$ cat src/sv/texture_edge_padding_unit_defines.svh
// ---------------------------------------------------------------------------
// Texture edge padding: assertion macros
// Shared concurrent-assertion shorthands for the padding block.
// ---------------------------------------------------------------------------
`ifndef TEXTURE_EDGE_PADDING_UNIT_DEFINES_SVH
`define TEXTURE_EDGE_PADDING_UNIT_DEFINES_SVH

// cond must hold whenever trig holds
`define TEP_ASSERT_IMP(label, clk, rst, trig, cond, msg) \
  label: assert property (@(posedge clk) disable iff (rst) (trig) |-> (cond)) \
    else $error(msg);

// cond must never be seen
`define TEP_ASSERT_NEVER(label, clk, rst, cond, msg) \
  label: assert property (@(posedge clk) disable iff (rst) (cond) |-> 1'b0) \
    else $error(msg);

`endif

$ cat src/sv/tep_ram.sv
// ---------------------------------------------------------------------------
// Generic RAM
// One write port, one read port, registered read data.
// ---------------------------------------------------------------------------
module tep_ram #(
  parameter int WIDTH = 8,
  parameter int DEPTH = 16
) (
  input  logic                     clk,
  input  logic                     we,
  input  logic [$clog2(DEPTH)-1:0] waddr,
  input  logic [WIDTH-1:0]         wdata,
  input  logic [$clog2(DEPTH)-1:0] raddr,
  output logic [WIDTH-1:0]         rdata
);
  logic [WIDTH-1:0] mem [DEPTH];

  always_ff @(posedge clk) begin
    if (we) begin
      mem[waddr] <= wdata;
    end
    rdata <= mem[raddr];
  end
endmodule

$ cat config.mk
export PLATFORM = sky130hd
export DESIGN_NAME = tep_ram
export DESIGN_NICKNAME = d
export VERILOG_FILES = /design/src/sv/texture_edge_padding_unit_defines.svh /design/src/sv/tep_ram.sv
export SDC_FILE = /design/constraint.sdc
export NUM_CORES = 1
export LEC_CHECK = 0
export ABC_CLOCK_PERIOD_IN_PS = 3200
export BUFFER_PORTS_ARGS = -buffer_cell sky130_fd_sc_hd__buf_2
export CORE_MARGIN = 10
export CORE_UTILIZATION = 55
export CTS_CLUSTER_SIZE = 14
export DETAILED_ROUTE_END_ITERATION = 6
export PLACE_DENSITY_LB_ADDON = 0.25
export SLEW_MARGIN = 15
export SYNTH_ARGS = -nofsm -noshare
export SYNTH_HDL_FRONTEND = slang
export SYNTH_SLANG_ARGS = --single-unit
$ cat constraint.sdc
create_clock -name clk -period 3.2 [get_ports clk]
set_clock_uncertainty 0.05 [all_clocks]
set_input_delay 0.64 -clock clk [delete_from_list [all_inputs] [get_ports clk]]
set_output_delay 0.64 -clock clk [all_outputs]
set_load 0.01 [all_outputs]
==> flow_summary.html, run 1 <==
<table>
<tr><th>Metric</th><th>Value</th></tr>
<tr><th colspan="2">Run status</th></tr>
<tr><td>Result of the run</td><td>complete, no violations</td></tr>
<tr><th colspan="2">Timing</th></tr>
<tr><td>Fraction of the cycle the final worst path needs</td><td>between 50% and 60%</td></tr>
<tr><td>Minimum hold slack</td><td>0.457 ns</td></tr>
<tr><td>Slew HR</td><td>42.5%</td></tr>
<tr><td>Transition time at the pin with the least slew margin</td><td>0.860 ns</td></tr>
<tr><td>RSZ-0062 raised after global routing</td><td>false</td></tr>
<tr><td>Final number of setup-violating endpoints</td><td>0</td></tr>
<tr><td>Achievable clock frequency</td><td>around 0.55 GHz</td></tr>
<tr><td>Max-slew violation count</td><td>0</td></tr>
<tr><td>Hold violation count in the final report</td><td>0</td></tr>
<tr><td>Crit path time final</td><td>between 1.5 and 2 ns</td></tr>
<tr><td>Setup_tns</td><td>0 ns</td></tr>
<tr><th colspan="2">Floorplan</th></tr>
<tr><td>Area of the core</td><td>9200 µm²</td></tr>
<tr><td>Std cell rows</td><td>35</td></tr>
<tr><td>Floorplan die area</td><td>13600 µm²</td></tr>
<tr><td>Boundary pin count</td><td>26</td></tr>
<tr><td>Width of the die</td><td>roughly 120 µm</td></tr>
<tr><td>Initial core utilization</td><td>~56%</td></tr>
<tr><td>Die H</td><td>117 µm</td></tr>
<tr><th colspan="2">Pwr</th></tr>
<tr><td>Max rail drop VDD</td><td>0.000398 V</td></tr>
<tr><td>Reported leakage power</td><td>about 2.1 nW</td></tr>
<tr><td>Areal power density over the cells</td><td>~700 nW/µm²</td></tr>
<tr><th colspan="2">Routing</th></tr>
<tr><td>Average detailed-routed wire length per instance</td><td>25.4 µm</td></tr>
<tr><td>Initial detailed-routing violation count</td><td>222</td></tr>
<tr><td>Post-detailed-route count of antenna-violating nets</td><td>0</td></tr>
<tr><td>Number of DRC violations after detailed routing</td><td>0</td></tr>
<tr><td>Total wire length after detailed routing</td><td>slightly above 10000 µm</td></tr>
<tr><td>Total vias in the final route</td><td>between 2000 and 2500</td></tr>
<tr><td>Initial DRT Pass Iterations</td><td>4</td></tr>
<tr><td>Via density</td><td>6.06</td></tr>
<tr><th colspan="2">Place</th></tr>
<tr><td>Number of I/O port buffers</td><td>25</td></tr>
<tr><td>Placer congestion estimate</td><td>0.772</td></tr>
<tr><td>Cell area reported after detailed placement</td><td>5470 µm²</td></tr>
<tr><td>HPWL reported at the end of detailed placement</td><td>6330 µm</td></tr>
<tr><td>DP Cell Count</td><td>roughly 370</td></tr>
<tr><th colspan="2">Final layout</th></tr>
<tr><td>Ant. Diodes</td><td>0</td></tr>
<tr><td>Final net count</td><td>298</td></tr>
<tr><td>Non-filler cells, final</td><td>404</td></tr>
<tr><td>Post-route standard cell area excluding fillers</td><td>approximately 6000 µm²</td></tr>
<tr><td>Proportion of layout cells with a drive suffix above 1</td><td>31.4%</td></tr>
<tr><td>Area overhead of the layout relative to synthesis</td><td>18.6%</td></tr>
<tr><th colspan="2">Clocking</th></tr>
<tr><td>Number of hold buffers added after cts</td><td>0</td></tr>
<tr><td>Clock buffer count from CTS</td><td>17</td></tr>
<tr><td>Clock transition at the registers of the reported paths</td><td>0.06 ns</td></tr>
<tr><td>CTS Root Cell</td><td>sky130_fd_sc_hd__clkbuf_8</td></tr>
<tr><td>Clock tree from TritonCTS</td><td>built</td></tr>
<tr><td>Post-CTS repair timing setup buffer count</td><td>0</td></tr>
<tr><td>Num Clock Sinks</td><td>136</td></tr>
<tr><td>Max H-tree Level</td><td>4</td></tr>
<tr><td>Cts repair resizes</td><td>0</td></tr>
<tr><td>Source-to-sink clock delay at the later pin of the worst-skew pair</td><td>0.51 ns</td></tr>
<tr><td>Maximum count of clock buffers along a single path</td><td>2</td></tr>
<tr><th colspan="2">Synthesis</th></tr>
<tr><td>Number of nets in the synthesized netlist</td><td>247</td></tr>
<tr><td>Fraction of synthesis flops using an asynchronous set or reset pin</td><td>0%</td></tr>
<tr><td>Mean cell area of the mapped netlist</td><td>22.5 µm²</td></tr>
<tr><td>Number of different library cells in the post-synthesis netlist</td><td>19</td></tr>
<tr><td>Share of synthesized area occupied by flip-flops and latches</td><td>77.8%</td></tr>
<tr><td>Leading post-synthesis cells by instance count</td><td>sky130_fd_sc_hd__edfxtp_1, sky130_fd_sc_hd__mux4_2, sky130_fd_sc_hd__a22oi_1</td></tr>
<tr><td>Cells taking the most area after synthesis</td><td>sky130_fd_sc_hd__edfxtp_1, sky130_fd_sc_hd__mux4_2, sky130_fd_sc_hd__mux4_1, sky130_fd_sc_hd__dfxtp_1, sky130_fd_sc_hd__a22oi_1</td></tr>
<tr><td>Mapped cell area</td><td>slightly above 5000 µm²</td></tr>
<tr><td>Number of warnings printed during yosys synthesis</td><td>0</td></tr>
<tr><td>Primary FF master, synth</td><td>sky130_fd_sc_hd__edfxtp_1</td></tr>
<tr><td>Top cell type by total area after synthesis</td><td>sky130_fd_sc_hd__edfxtp_1</td></tr>
<tr><td>Post-synth EDFFs</td><td>128</td></tr>
<tr><td>Flip-flop and latch count after synthesis</td><td>136</td></tr>
<tr><td>Area fraction of the dominant cell type after synthesis</td><td>74.7%</td></tr>
<tr><td>Dominant cell by count in the synthesized netlist</td><td>sky130_fd_sc_hd__edfxtp_1</td></tr>
<tr><td>Number of instances in the synthesized netlist</td><td>229</td></tr>
<tr><th colspan="2">Critical path</th></tr>
<tr><td>Worst EP arrival</td><td>about 2.2 ns</td></tr>
<tr><td>Type of element launching the critical path</td><td>input port</td></tr>
<tr><td>Largest stage delay on the critical path</td><td>between 0.4 and 0.5 ns</td></tr>
<tr><td>Max Fanout on Critical Path</td><td>24</td></tr>
<tr><td>Kind of cell with the highest combined delay on the critical path</td><td>buffers and inverters</td></tr>
<tr><td>Slowest stage cell, crit path</td><td>sky130_fd_sc_hd__buf_2</td></tr>
<tr><td>Count of buffering cells on the critical path with inverters included</td><td>2</td></tr>
<tr><td>Worst path required time</td><td>3.53 ns</td></tr>
<tr><td>Startpoint-to-endpoint class of the critical path</td><td>in2reg</td></tr>
<tr><td>Critical Path, Cell by Cell</td><td>buf_2 &gt; buf_4 &gt; mux4_1 &gt; a22oi_1 &gt; nand2_1</td></tr>
<tr><td>Element type at the critical path end</td><td>flop</td></tr>
<tr><th colspan="2">Global route</th></tr>
<tr><td>Number of antenna violations at the first check in global routing</td><td>0</td></tr>
<tr><td>Maximum number of pins on one net before global-route repair</td><td>33</td></tr>
<tr><td>Wire length of the first global-routing pass</td><td>15800 µm</td></tr>
<tr><td>Total overflow reported by the global router</td><td>0</td></tr>
<tr><td>Number of global-route vias before repair</td><td>between 2000 and 3000</td></tr>
<tr><td>Total global-route track usage</td><td>between 10% and 20%</td></tr>
<tr><th colspan="2">Min path</th></tr>
<tr><td>Class of the tightest hold or removal check</td><td>in2reg</td></tr>
<tr><th colspan="2">Job</th></tr>
<tr><td>Total of max-cap violations</td><td>0</td></tr>
</table>
==> registers in the layout, summed over array words and instances (netlist names) <==
signal	cells
rdata	8
mem	128
==> stage by stage <==
stage          utilization, %  power (mW)  worst slack (ns)
5_1_grt                  66.4        4.39              1.33
3_3_place_gp             59.4        2.22             0.861
2_1_floorplan               -        2.14              1.02
4_1_cts                  66.4        4.29              1.39
6_report                 66.4        4.27              1.37
3_5_place_dp             59.4        2.23             0.871
==> layout by cell type (no fill, tap or decap), drive strengths merged, types with 2 or more instances in the layout <==
cell	n
edfxtp	128
buf	42
mux4	32
clkbuf	18
a22oi	16
nor2	13
nand2	9
dfxtp	8
bufinv	5
clkinv	5
nor3	4
nand3b	2
nand2b	2
clkinvlp	2
inv	2
==> worst paths after layout <==
kind | start | endpoint | slack (ns) | depth (start not counted)
max | raddr[1] | rdata[4]$_DFF_P_ | 1.37 | 5
min | wdata[1] | mem[15][1]$_DFFE_PP_ | 0.46 | 1
max reg2reg | mem[1][1]$_DFFE_PP_ | rdata[1]$_DFF_P_ | 1.73 | 3
min reg2reg | mem[15][3]$_DFFE_PP_ | rdata[3]$_DFF_P_ | 0.63 | 3
==> power by group <==
part	internal (mW)	total, mW	leakage, nW	switching (mW)
combinational	0.0775	0.185	0.565	0.107
clock	1.35	2.08	0.306	0.725
sequential	1.99	2.00	1.22	0.0131
total	3.42	4.27	2.10	0.845
==> area by class of cell <==
| class | count | area (µm²) |
|---|---|---|
| clock buffers | 18 | 418 |
| clock inverters | 14 | 223 |
| fillers | 586 | 3090 |
| multi-input cells | 83 | 1060 |
| flip-flops and latches | 136 | 4000 |
| well taps | 111 | 139 |
| repair buffers | 42 | 265 |
==> routing by layer <==
layer,up-vias,global-route usage (%),routed length [µm]
met1,1262,22.4,4330
li1,1079,-,-
met5,-,0,0
met2,96,25.4,5120
met3,10,4.78,730
met4,0,5.44,95
==> cell families after synthesis <==
group	synth area share (%)
buffers and inverters	1.68
flip-flops	77.8
AND/OR/NAND/NOR	3.18
multiplexers	15.0
AO/OA/AOI/OAI	2.33
Note: power is estimated with default switching activity, not from simulation.
==> run 2, diff against run 1 <==
- ABC_AREA: not set -> 1
- ABC_CLOCK_PERIOD_IN_PS: 3200 -> 1750
- clock period: 3.2 -> 1.75 ns (I/O delays scaled with it)
==> run 2 against run 1 <==
The flow now finishes with violations (DRC). Sequential share of layout area decreased by 5.3 points. Sequential cell count stayed put. Utilization down 1.8 points. Global-route usage up 1.7 points. Wire length increased by 25%. Critical path type is now reg2out. Largest cell class unchanged. Highest routed layer unchanged.
==> flow_summary.html, run 2 <==
<table>
<tr><th>Metric</th><th>Value</th></tr>
<tr><th colspan="2">Critical path</th></tr>
<tr><td>Max Fanout on Critical Path</td><td>1 (-96%)</td></tr>
<tr><td>Type of element launching the critical path</td><td>flop</td></tr>
<tr><td>Count of buffering cells on the critical path with inverters included</td><td>1 (-1)</td></tr>
<tr><td>Slowest stage cell, crit path</td><td>sky130_fd_sc_hd__dfxtp_1</td></tr>
<tr><td>Kind of cell with the highest combined delay on the critical path</td><td>flip-flops</td></tr>
<tr><td>Worst EP arrival</td><td>1.06 ns (-1.10 ns)</td></tr>
<tr><td>Worst path required time</td><td>1.35 ns (-2.18 ns)</td></tr>
<tr><td>Startpoint-to-endpoint class of the critical path</td><td>reg2out</td></tr>
<tr><td>Largest stage delay on the critical path</td><td>0.38 ns (-0.09 ns)</td></tr>
<tr><td>Critical Path, Cell by Cell</td><td>buf_2</td></tr>
<tr><td>Element type at the critical path end</td><td>output pin</td></tr>
<tr><th colspan="2">Synthesis</th></tr>
<tr><td>Dominant cell by count in the synthesized netlist</td><td>sky130_fd_sc_hd__nand2_1</td></tr>
<tr><td>Top cell type by total area after synthesis</td><td>sky130_fd_sc_hd__edfxtp_1</td></tr>
<tr><td>Mean cell area of the mapped netlist</td><td>10.5 µm² (-53%)</td></tr>
<tr><td>Primary FF master, synth</td><td>sky130_fd_sc_hd__edfxtp_1</td></tr>
<tr><td>Flip-flop and latch count after synthesis</td><td>136 (unchanged)</td></tr>
<tr><td>Share of synthesized area occupied by flip-flops and latches</td><td>69.4% (-8.4 points)</td></tr>
<tr><td>Leading post-synthesis cells by instance count</td><td>sky130_fd_sc_hd__nand2_1, sky130_fd_sc_hd__edfxtp_1, sky130_fd_sc_hd__inv_1</td></tr>
<tr><td>Number of warnings printed during yosys synthesis</td><td>0 (unchanged)</td></tr>
<tr><td>Mapped cell area</td><td>5770 µm² (+12%)</td></tr>
<tr><td>Cells taking the most area after synthesis</td><td>sky130_fd_sc_hd__edfxtp_1, sky130_fd_sc_hd__nand2_1, sky130_fd_sc_hd__nand3_1, sky130_fd_sc_hd__inv_1, sky130_fd_sc_hd__dfxtp_1</td></tr>
<tr><td>Number of nets in the synthesized netlist</td><td>569 (+130%)</td></tr>
<tr><td>Area fraction of the dominant cell type after synthesis</td><td>66.7% (-8.0 points)</td></tr>
<tr><td>Fraction of synthesis flops using an asynchronous set or reset pin</td><td>0% (unchanged)</td></tr>
<tr><td>Number of instances in the synthesized netlist</td><td>551 (+140%)</td></tr>
<tr><td>Number of different library cells in the post-synthesis netlist</td><td>12 (-7)</td></tr>
<tr><td>Post-synth EDFFs</td><td>128 (unchanged)</td></tr>
<tr><th colspan="2">Final layout</th></tr>
<tr><td>Largest Register</td><td>mem</td></tr>
<tr><td>Max reg flops</td><td>128 (unchanged)</td></tr>
<tr><td>Most frequent standard cell in the layout excluding fill and tap cells</td><td>sky130_fd_sc_hd__nand2_1</td></tr>
<tr><td>Non-filler cells, final</td><td>744 (+84%)</td></tr>
<tr><td>Area overhead of the layout relative to synthesis</td><td>15.2%</td></tr>
<tr><td>Proportion of layout cells with a drive suffix above 1</td><td>13.2% (-18 points)</td></tr>
<tr><td>Final net count</td><td>614 (+110%)</td></tr>
<tr><td>Ant. Diodes</td><td>0 (unchanged)</td></tr>
<tr><td>Top library cells by usage in the layout, fill and taps aside</td><td>sky130_fd_sc_hd__nand2_1, sky130_fd_sc_hd__edfxtp_1, sky130_fd_sc_hd__inv_1</td></tr>
<tr><td>Registers with the highest flip-flop counts</td><td>mem (128), rdata (8)</td></tr>
<tr><th colspan="2">Global route</th></tr>
<tr><td>Maximum number of pins on one net before global-route repair</td><td>33 (unchanged)</td></tr>
<tr><td>Number of antenna violations at the first check in global routing</td><td>0 (unchanged)</td></tr>
<tr><td>Total global-route track usage</td><td>18.3% (+1.7 points)</td></tr>
<tr><td>Number of global-route vias before repair</td><td>3853 (+49%)</td></tr>
<tr><td>Total overflow reported by the global router</td><td>0 (unchanged)</td></tr>
<tr><td>Wire length of the first global-routing pass</td><td>20500 µm (+29%)</td></tr>
<tr><th colspan="2">Timing</th></tr>
<tr><td>Final number of setup-violating endpoints</td><td>0 (unchanged)</td></tr>
<tr><td>Fraction of the cycle the final worst path needs</td><td>83.3%</td></tr>
<tr><td>Slew HR</td><td>61.6% (+19 points)</td></tr>
<tr><td>Hold violation count in the final report</td><td>0 (unchanged)</td></tr>
<tr><td>Transition time at the pin with the least slew margin</td><td>0.575 ns (-0.285 ns)</td></tr>
<tr><td>Achievable clock frequency</td><td>slightly below 0.7 GHz</td></tr>
<tr><td>RSZ-0062 raised after global routing</td><td>false</td></tr>
<tr><td>Crit path time final</td><td>1.46 ns</td></tr>
<tr><td>Max-slew violation count</td><td>0 (unchanged)</td></tr>
<tr><td>Setup_tns</td><td>0 ns (unchanged)</td></tr>
<tr><th colspan="2">Clocking</th></tr>
<tr><td>Clock tree from TritonCTS</td><td>built</td></tr>
<tr><td>Maximum count of clock buffers along a single path</td><td>2 (unchanged)</td></tr>
<tr><td>Post-CTS repair timing setup buffer count</td><td>0 (unchanged)</td></tr>
<tr><td>Number of hold buffers added after cts</td><td>0 (unchanged)</td></tr>
<tr><td>Clock buffer count from CTS</td><td>17 (unchanged)</td></tr>
<tr><td>Source-to-sink clock delay at the later pin of the worst-skew pair</td><td>0.52 ns (about the same)</td></tr>
<tr><td>Num Clock Sinks</td><td>136 (unchanged)</td></tr>
<tr><td>Max H-tree Level</td><td>4 (unchanged)</td></tr>
<tr><td>Clock transition at the registers of the reported paths</td><td>0.06 ns (about the same)</td></tr>
<tr><td>Cts repair resizes</td><td>0 (unchanged)</td></tr>
<tr><td>CTS Root Cell</td><td>sky130_fd_sc_hd__clkbuf_8</td></tr>
<tr><th colspan="2">Routing</th></tr>
<tr><td>Total wire length after detailed routing</td><td>12900 µm (+25%)</td></tr>
<tr><td>Initial DRT Pass Iterations</td><td>7 (+3)</td></tr>
<tr><td>Initial detailed-routing violation count</td><td>373 (+68%)</td></tr>
<tr><td>Number of DRC violations after detailed routing</td><td>1 (+1)</td></tr>
<tr><td>Total vias in the final route</td><td>3843 (+57%)</td></tr>
<tr><td>Average detailed-routed wire length per instance</td><td>17.3 µm (-32%)</td></tr>
<tr><td>Via density</td><td>5.17 (-15%)</td></tr>
<tr><td>Post-detailed-route count of antenna-violating nets</td><td>0 (unchanged)</td></tr>
<tr><th colspan="2">Place</th></tr>
<tr><td>DP Cell Count</td><td>713 (+92%)</td></tr>
<tr><td>Placer congestion estimate</td><td>0.841 (+8.9%)</td></tr>
<tr><td>HPWL reported at the end of detailed placement</td><td>8020 µm (+27%)</td></tr>
<tr><td>Number of I/O port buffers</td><td>25 (unchanged)</td></tr>
<tr><th colspan="2">Floorplan</th></tr>
<tr><td>Area of the core</td><td>10300 µm² (+12%)</td></tr>
<tr><td>Std cell rows</td><td>37 (+5.7%)</td></tr>
<tr><td>Floorplan die area</td><td>15000 µm² (+9.9%)</td></tr>
<tr><td>Width of the die</td><td>122 µm (+4.8%)</td></tr>
<tr><td>Die H</td><td>122 µm (+4.8%)</td></tr>
<tr><td>Boundary pin count</td><td>26 (unchanged)</td></tr>
<tr><td>Initial core utilization</td><td>56.1% (+0.14 points)</td></tr>
<tr><th colspan="2">Job</th></tr>
<tr><td>Total of max-cap violations</td><td>0 (unchanged)</td></tr>
<tr><th colspan="2">Pwr</th></tr>
<tr><td>Max rail drop VDD</td><td>0.000733 V (+84%)</td></tr>
<tr><td>Post-route total power</td><td>7.42 mW (+74%)</td></tr>
<tr><td>Areal power density over the cells</td><td>1120 nW/µm² (+60%)</td></tr>
<tr><td>Reported leakage power</td><td>2.92 nW (+39%)</td></tr>
<tr><th colspan="2">Run status</th></tr>
<tr><td>Result of the run</td><td>finished, violations left</td></tr>
<tr><td>Violations in the final reports</td><td>DRC</td></tr>
<tr><th colspan="2">Min path</th></tr>
<tr><td>Class of the tightest hold or removal check</td><td>in2reg</td></tr>
</table>
[run 2: final timing paths]
| path | start | to | slack [ns] | depth (start not counted) |
|---|---|---|---|---|
| max | rdata[4]$_DFF_P_ | rdata[4] | 0.29 | 1 |
| min | raddr[3] | rdata[6]$_DFF_P_ | 0.13 | 3 |
| max reg2reg | mem[14][0]$_DFFE_PP_ | rdata[0]$_DFF_P_ | 0.66 | 6 |
| min reg2reg | mem[10][6]$_DFFE_PP_ | rdata[6]$_DFF_P_ | 0.60 | 6 |
[run 2: routing by layer]
metal	GRT usage, %	wire [µm]	part of all wire, %
met3	4.22	984	7.6
met2	29.3	6250	49
met4	7.22	177	1.4
met5	0	0	0
met1	23.7	5470	42
[run 2: cell families after synthesis]
kind of cell | Yosys count | share of synthesized area [%]
AND/OR/NAND/NOR | 289 | 21.0
buffers and inverters | 126 | 9.52
flip-flops | 136 | 69.4
[run 2: cell type report]
type                    count  area (µm²)
clock buffers              17         414
fillers                   812        3630
clock inverters            14         133
well taps                 136         170
inverters                 102         383
repair buffers             50         325
flip-flops and latches    136        4000
multi-input cells         289        1210
[run 2: power by group]
group | internal [mW] | total [mW] | switching (mW)
logic | 0.135 | 0.452 | 0.317
clock network | 2.00 | 3.30 | 1.30
registers | 3.64 | 3.67 | 0.0269
total | 5.78 | 7.42 | 1.65
[run 2: through the flow]
| step | area (µm²) | setup slack [ns] | hold slack, ns | util, % |
|---|---|---|---|---|
| detailed placement | 6100 | 0.156 | 0.584 | 59.3 |
| finish | 6640 | 0.292 | 0.128 | 64.6 |
| global placement | 6100 | 0.191 | 0.591 | 59.3 |
| CTS | 6640 | 0.294 | 0.112 | 64.6 |
| floorplan | 5770 | 0.399 | 0.399 | - |
| global route | 6640 | 0.286 | 0.149 | 64.6 |
==> run 3, diff against run 2 <==
- ABC_AREA: 1 -> 0
- ABC_CLOCK_PERIOD_IN_PS: 1750 -> 1300
- CORE_UTILIZATION: 55 -> 54
- clock period: 1.75 -> 1.3 ns (I/O delays scaled with it)
==> run 3 against run 2 <==
The run ends with setup timing left. Critical path depth rose by 2. Register-to-register slack got worse by 0.67 ns. Utilization up 3.9 points. Setup slack worse by 0.31 ns. Largest cell class unchanged. Sequential cell count is the same. Design area decreased by 4.7%.
==> flow_summary.html, run 3 (same netlist as run 1, synthesis figures left out) <==
<table>
<tr><th>Metric</th><th>Value</th></tr>
<tr><th colspan="2">Run status</th></tr>
<tr><td>Result of the run</td><td>finished, violations left</td></tr>
<tr><td>Violations in the final reports</td><td>setup timing</td></tr>
<tr><th colspan="2">Floorplan</th></tr>
<tr><td>Die H</td><td>118 µm (-3.9%)</td></tr>
<tr><td>Std cell rows</td><td>35 (-5.4%)</td></tr>
<tr><td>Boundary pin count</td><td>26 (unchanged)</td></tr>
<tr><td>Area of the core</td><td>9240 µm² (-10%)</td></tr>
<tr><td>Width of the die</td><td>118 µm (-3.9%)</td></tr>
<tr><td>Initial core utilization</td><td>55.7% (-0.40 points)</td></tr>
<tr><td>Floorplan die area</td><td>13800 µm² (-7.6%)</td></tr>
<tr><th colspan="2">Final layout</th></tr>
<tr><td>Non-filler cells, final</td><td>433 (-42%)</td></tr>
<tr><td>Max reg flops</td><td>128 (unchanged)</td></tr>
<tr><td>Largest Register</td><td>mem</td></tr>
<tr><td>Final net count</td><td>311 (-49%)</td></tr>
<tr><td>Post-route standard cell area excluding fillers</td><td>6330 µm² (-4.7%)</td></tr>
<tr><td>Top library cells by usage in the layout, fill and taps aside</td><td>sky130_fd_sc_hd__edfxtp_1, sky130_fd_sc_hd__mux4_2, sky130_fd_sc_hd__buf_2, sky130_fd_sc_hd__buf_4, sky130_fd_sc_hd__clkbuf_16</td></tr>
<tr><td>Area overhead of the layout relative to synthesis</td><td>22.9%</td></tr>
<tr><td>Registers with the highest flip-flop counts</td><td>mem (128), rdata (8)</td></tr>
<tr><td>Ant. Diodes</td><td>0 (unchanged)</td></tr>
<tr><td>Proportion of layout cells with a drive suffix above 1</td><td>44.1% (+31 points)</td></tr>
<tr><td>Most frequent standard cell in the layout excluding fill and tap cells</td><td>sky130_fd_sc_hd__edfxtp_1</td></tr>
<tr><th colspan="2">Critical path</th></tr>
<tr><td>Max Fanout on Critical Path</td><td>1 (unchanged)</td></tr>
<tr><td>Startpoint-to-endpoint class of the critical path</td><td>reg2reg</td></tr>
<tr><td>Number of stages on the worst setup path</td><td>3 (+2)</td></tr>
<tr><td>Reg-to-reg endpoint</td><td>rdata[7]$_DFF_P_</td></tr>
<tr><td>Critical Path Start</td><td>mem[10][7]$_DFFE_PP_</td></tr>
<tr><td>Worst EP arrival</td><td>1.65 ns (+0.59 ns)</td></tr>
<tr><td>Setup slack of the most critical reg-to-reg path</td><td>-0.01 ns (-0.67 ns)</td></tr>
<tr><td>Largest stage delay on the critical path</td><td>0.49 ns (+0.11 ns)</td></tr>
<tr><td>Critical Path, Cell by Cell</td><td>mux4_2 &gt; a22oi_2 &gt; nand2_1</td></tr>
<tr><td>Kind of cell with the highest combined delay on the critical path</td><td>multiplexers</td></tr>
<tr><td>Depth of the most critical reg-to-reg path</td><td>3 (-3)</td></tr>
<tr><td>Origin of the critical flop-to-flop path</td><td>mem[10][7]$_DFFE_PP_</td></tr>
<tr><td>Element type at the critical path end</td><td>flop</td></tr>
<tr><td>End of the critical path</td><td>rdata[7]$_DFF_P_</td></tr>
<tr><td>Slowest stage cell, crit path</td><td>sky130_fd_sc_hd__mux4_2</td></tr>
<tr><td>Worst path required time</td><td>1.64 ns (+0.29 ns)</td></tr>
<tr><td>Count of buffering cells on the critical path with inverters included</td><td>0 (-1)</td></tr>
<tr><td>Type of element launching the critical path</td><td>flop</td></tr>
<tr><th colspan="2">Routing</th></tr>
<tr><td>Average detailed-routed wire length per instance</td><td>21.7 µm (+25%)</td></tr>
<tr><td>Number of DRC violations after detailed routing</td><td>0 (-1)</td></tr>
<tr><td>Post-detailed-route count of antenna-violating nets</td><td>0 (unchanged)</td></tr>
<tr><td>Total vias in the final route</td><td>2427 (-37%)</td></tr>
<tr><td>Total wire length after detailed routing</td><td>9380 µm (-27%)</td></tr>
<tr><td>Initial detailed-routing violation count</td><td>192 (-49%)</td></tr>
<tr><td>Initial DRT Pass Iterations</td><td>4 (-3)</td></tr>
<tr><td>Via density</td><td>5.61 (+8.5%)</td></tr>
<tr><th colspan="2">Timing</th></tr>
<tr><td>Achievable clock frequency</td><td>0.761 GHz</td></tr>
<tr><td>Setup_tns</td><td>-0.0147 ns (-0.0147 ns)</td></tr>
<tr><td>Max-slew violation count</td><td>0 (unchanged)</td></tr>
<tr><td>Final WS setup</td><td>-0.0147 ns (-0.307 ns)</td></tr>
<tr><td>Hold violation count in the final report</td><td>0 (unchanged)</td></tr>
<tr><td>Minimum hold slack</td><td>0.0729 ns (-0.0552 ns)</td></tr>
<tr><td>RSZ-0062 raised after global routing</td><td>true</td></tr>
<tr><td>Crit path time final</td><td>around 1.3 ns</td></tr>
<tr><td>Fraction of the cycle the final worst path needs</td><td>101%</td></tr>
<tr><td>Transition time at the pin with the least slew margin</td><td>0.858 ns (+0.283 ns)</td></tr>
<tr><td>Final number of setup-violating endpoints</td><td>1 (+1)</td></tr>
<tr><td>Slew HR</td><td>42.6% (-19 points)</td></tr>
<tr><th colspan="2">Pwr</th></tr>
<tr><td>Max rail drop VDD</td><td>0.000886 V (+21%)</td></tr>
<tr><td>Areal power density over the cells</td><td>1580 nW/µm² (+41%)</td></tr>
<tr><td>Reported leakage power</td><td>2.12 nW (-27%)</td></tr>
<tr><th colspan="2">Clocking</th></tr>
<tr><td>Number of hold buffers added after cts</td><td>0 (unchanged)</td></tr>
<tr><td>Num Clock Sinks</td><td>136 (unchanged)</td></tr>
<tr><td>Max H-tree Level</td><td>4 (unchanged)</td></tr>
<tr><td>Clock transition at the registers of the reported paths</td><td>0.06 ns (about the same)</td></tr>
<tr><td>Clock buffer count from CTS</td><td>17 (unchanged)</td></tr>
<tr><td>Maximum count of clock buffers along a single path</td><td>2 (unchanged)</td></tr>
<tr><td>CTS Root Cell</td><td>sky130_fd_sc_hd__clkbuf_8</td></tr>
<tr><td>Clock tree from TritonCTS</td><td>built</td></tr>
<tr><td>Source-to-sink clock delay at the later pin of the worst-skew pair</td><td>0.52 ns (about the same)</td></tr>
<tr><th colspan="2">Global route</th></tr>
<tr><td>Global routing usage on met3</td><td>4.60% (+0.38 points)</td></tr>
<tr><td>Grt met1 use</td><td>18.8% (-4.9 points)</td></tr>
<tr><td>Most crowded layer after global routing</td><td>met2</td></tr>
<tr><td>Total global-route track usage</td><td>14.6% (-3.6 points)</td></tr>
<tr><td>Wire length of the first global-routing pass</td><td>15400 µm (-25%)</td></tr>
<tr><td>Maximum number of pins on one net before global-route repair</td><td>20 (-39%)</td></tr>
<tr><td>Number of global-route vias before repair</td><td>2651 (-31%)</td></tr>
<tr><td>GR met2 Demand/Resource</td><td>22.8% (-6.5 points)</td></tr>
<tr><td>Total overflow reported by the global router</td><td>0 (unchanged)</td></tr>
<tr><td>Number of antenna violations at the first check in global routing</td><td>0 (unchanged)</td></tr>
<tr><th colspan="2">Place</th></tr>
<tr><td>Cell area reported after detailed placement</td><td>5700 µm² (-6.5%)</td></tr>
<tr><td>HPWL reported at the end of detailed placement</td><td>6120 µm (-24%)</td></tr>
<tr><td>Number of I/O port buffers</td><td>25 (unchanged)</td></tr>
<tr><td>Worst slack at placement</td><td>-0.352 ns (-0.508 ns)</td></tr>
<tr><td>Placer congestion estimate</td><td>0.725 (-14%)</td></tr>
<tr><td>DP Cell Count</td><td>403 (-43%)</td></tr>
<tr><th colspan="2">Job</th></tr>
<tr><td>Total of max-cap violations</td><td>0 (unchanged)</td></tr>
<tr><th colspan="2">Min path</th></tr>
<tr><td>Class of the tightest hold or removal check</td><td>in2reg</td></tr>
</table>
## run 3: cell types whose count changed in the layout (fill, tap and decap cells not counted), moves of 7 or more
cell	delta
sky130_fd_sc_hd__a22oi_2	+8
sky130_fd_sc_hd__nor2_1	-7
sky130_fd_sc_hd__buf_12	+9
sky130_fd_sc_hd__nand2_1	-164
sky130_fd_sc_hd__nand3_1	-96
sky130_fd_sc_hd__mux4_2	+32
sky130_fd_sc_hd__inv_1	-100
sky130_fd_sc_hd__a22oi_1	+8
## run 3: what timing repair did
action | CTS | global route
setup buffers | 0 | 0
endpoints found under the setup margin | 10 | 11
hold endpoints to repair | 0 | 0
resized for setup | 10 | 9
pin swaps | 0 | 3
## run 3: layer usage
layer  vias to the layer above  part of all wire [%]
met5                         -                     0
met4                         0                   1.2
met3                        12                   6.6
met2                        80                    51
met1                      1251                    41
li1                       1084                     -
## run 3: area by class of cell
type,count,area [µm²]
multi-input combinational,83,1100
fill,570,2910
clock inverter,11,133
tap,129,161
sequential,136,4010
timing repair buffer,55,507
clock buffer,19,422
## run 3: metrics by stage
step | utilization [%] | total power [mW]
global route | 68.5 | 10.3
detailed placement | 61.7 | 5.55
CTS | 68.1 | 10.1
floorplan | - | 5.31
global placement | 61.7 | 5.54
finish | 68.5 | 10.0
## run 3: where the power goes
| part | switching, mW | internal, mW | leakage [nW] | total, mW |
|---|---|---|---|---|
| combinational | 0.280 | 0.272 | 0.628 | 0.552 |
| clock | 1.65 | 2.87 | 0.268 | 4.51 |
| sequential | 0.0350 | 4.91 | 1.22 | 4.94 |
## run 3: worst min path at each step
stage | startpoint | endpoint | cells after the start
final | wdata[6] | mem[12][6]$_DFFE_PP_ | 1
after global routing | wdata[4] | mem[6][4]$_DFFE_PP_ | 1
after CTS | wdata[7] | mem[1][7]$_DFFE_PP_ | 1
after detailed placement | rdata[1]$_DFF_P_ | rdata[1] | 1
after global placement | wdata[6] | mem[14][6]$_DFFE_PP_ | 1
after floorplan | wdata[0] | mem[0][0]$_DFFE_PP_ | 0
## run 3: worst reg2reg max path, cell delays in order (launching register included)
cell,delay (ns)
sky130_fd_sc_hd__edfxtp_1,0.39
sky130_fd_sc_hd__mux4_2,0.49
sky130_fd_sc_hd__a22oi_2,0.18
sky130_fd_sc_hd__nand2_1,0.08
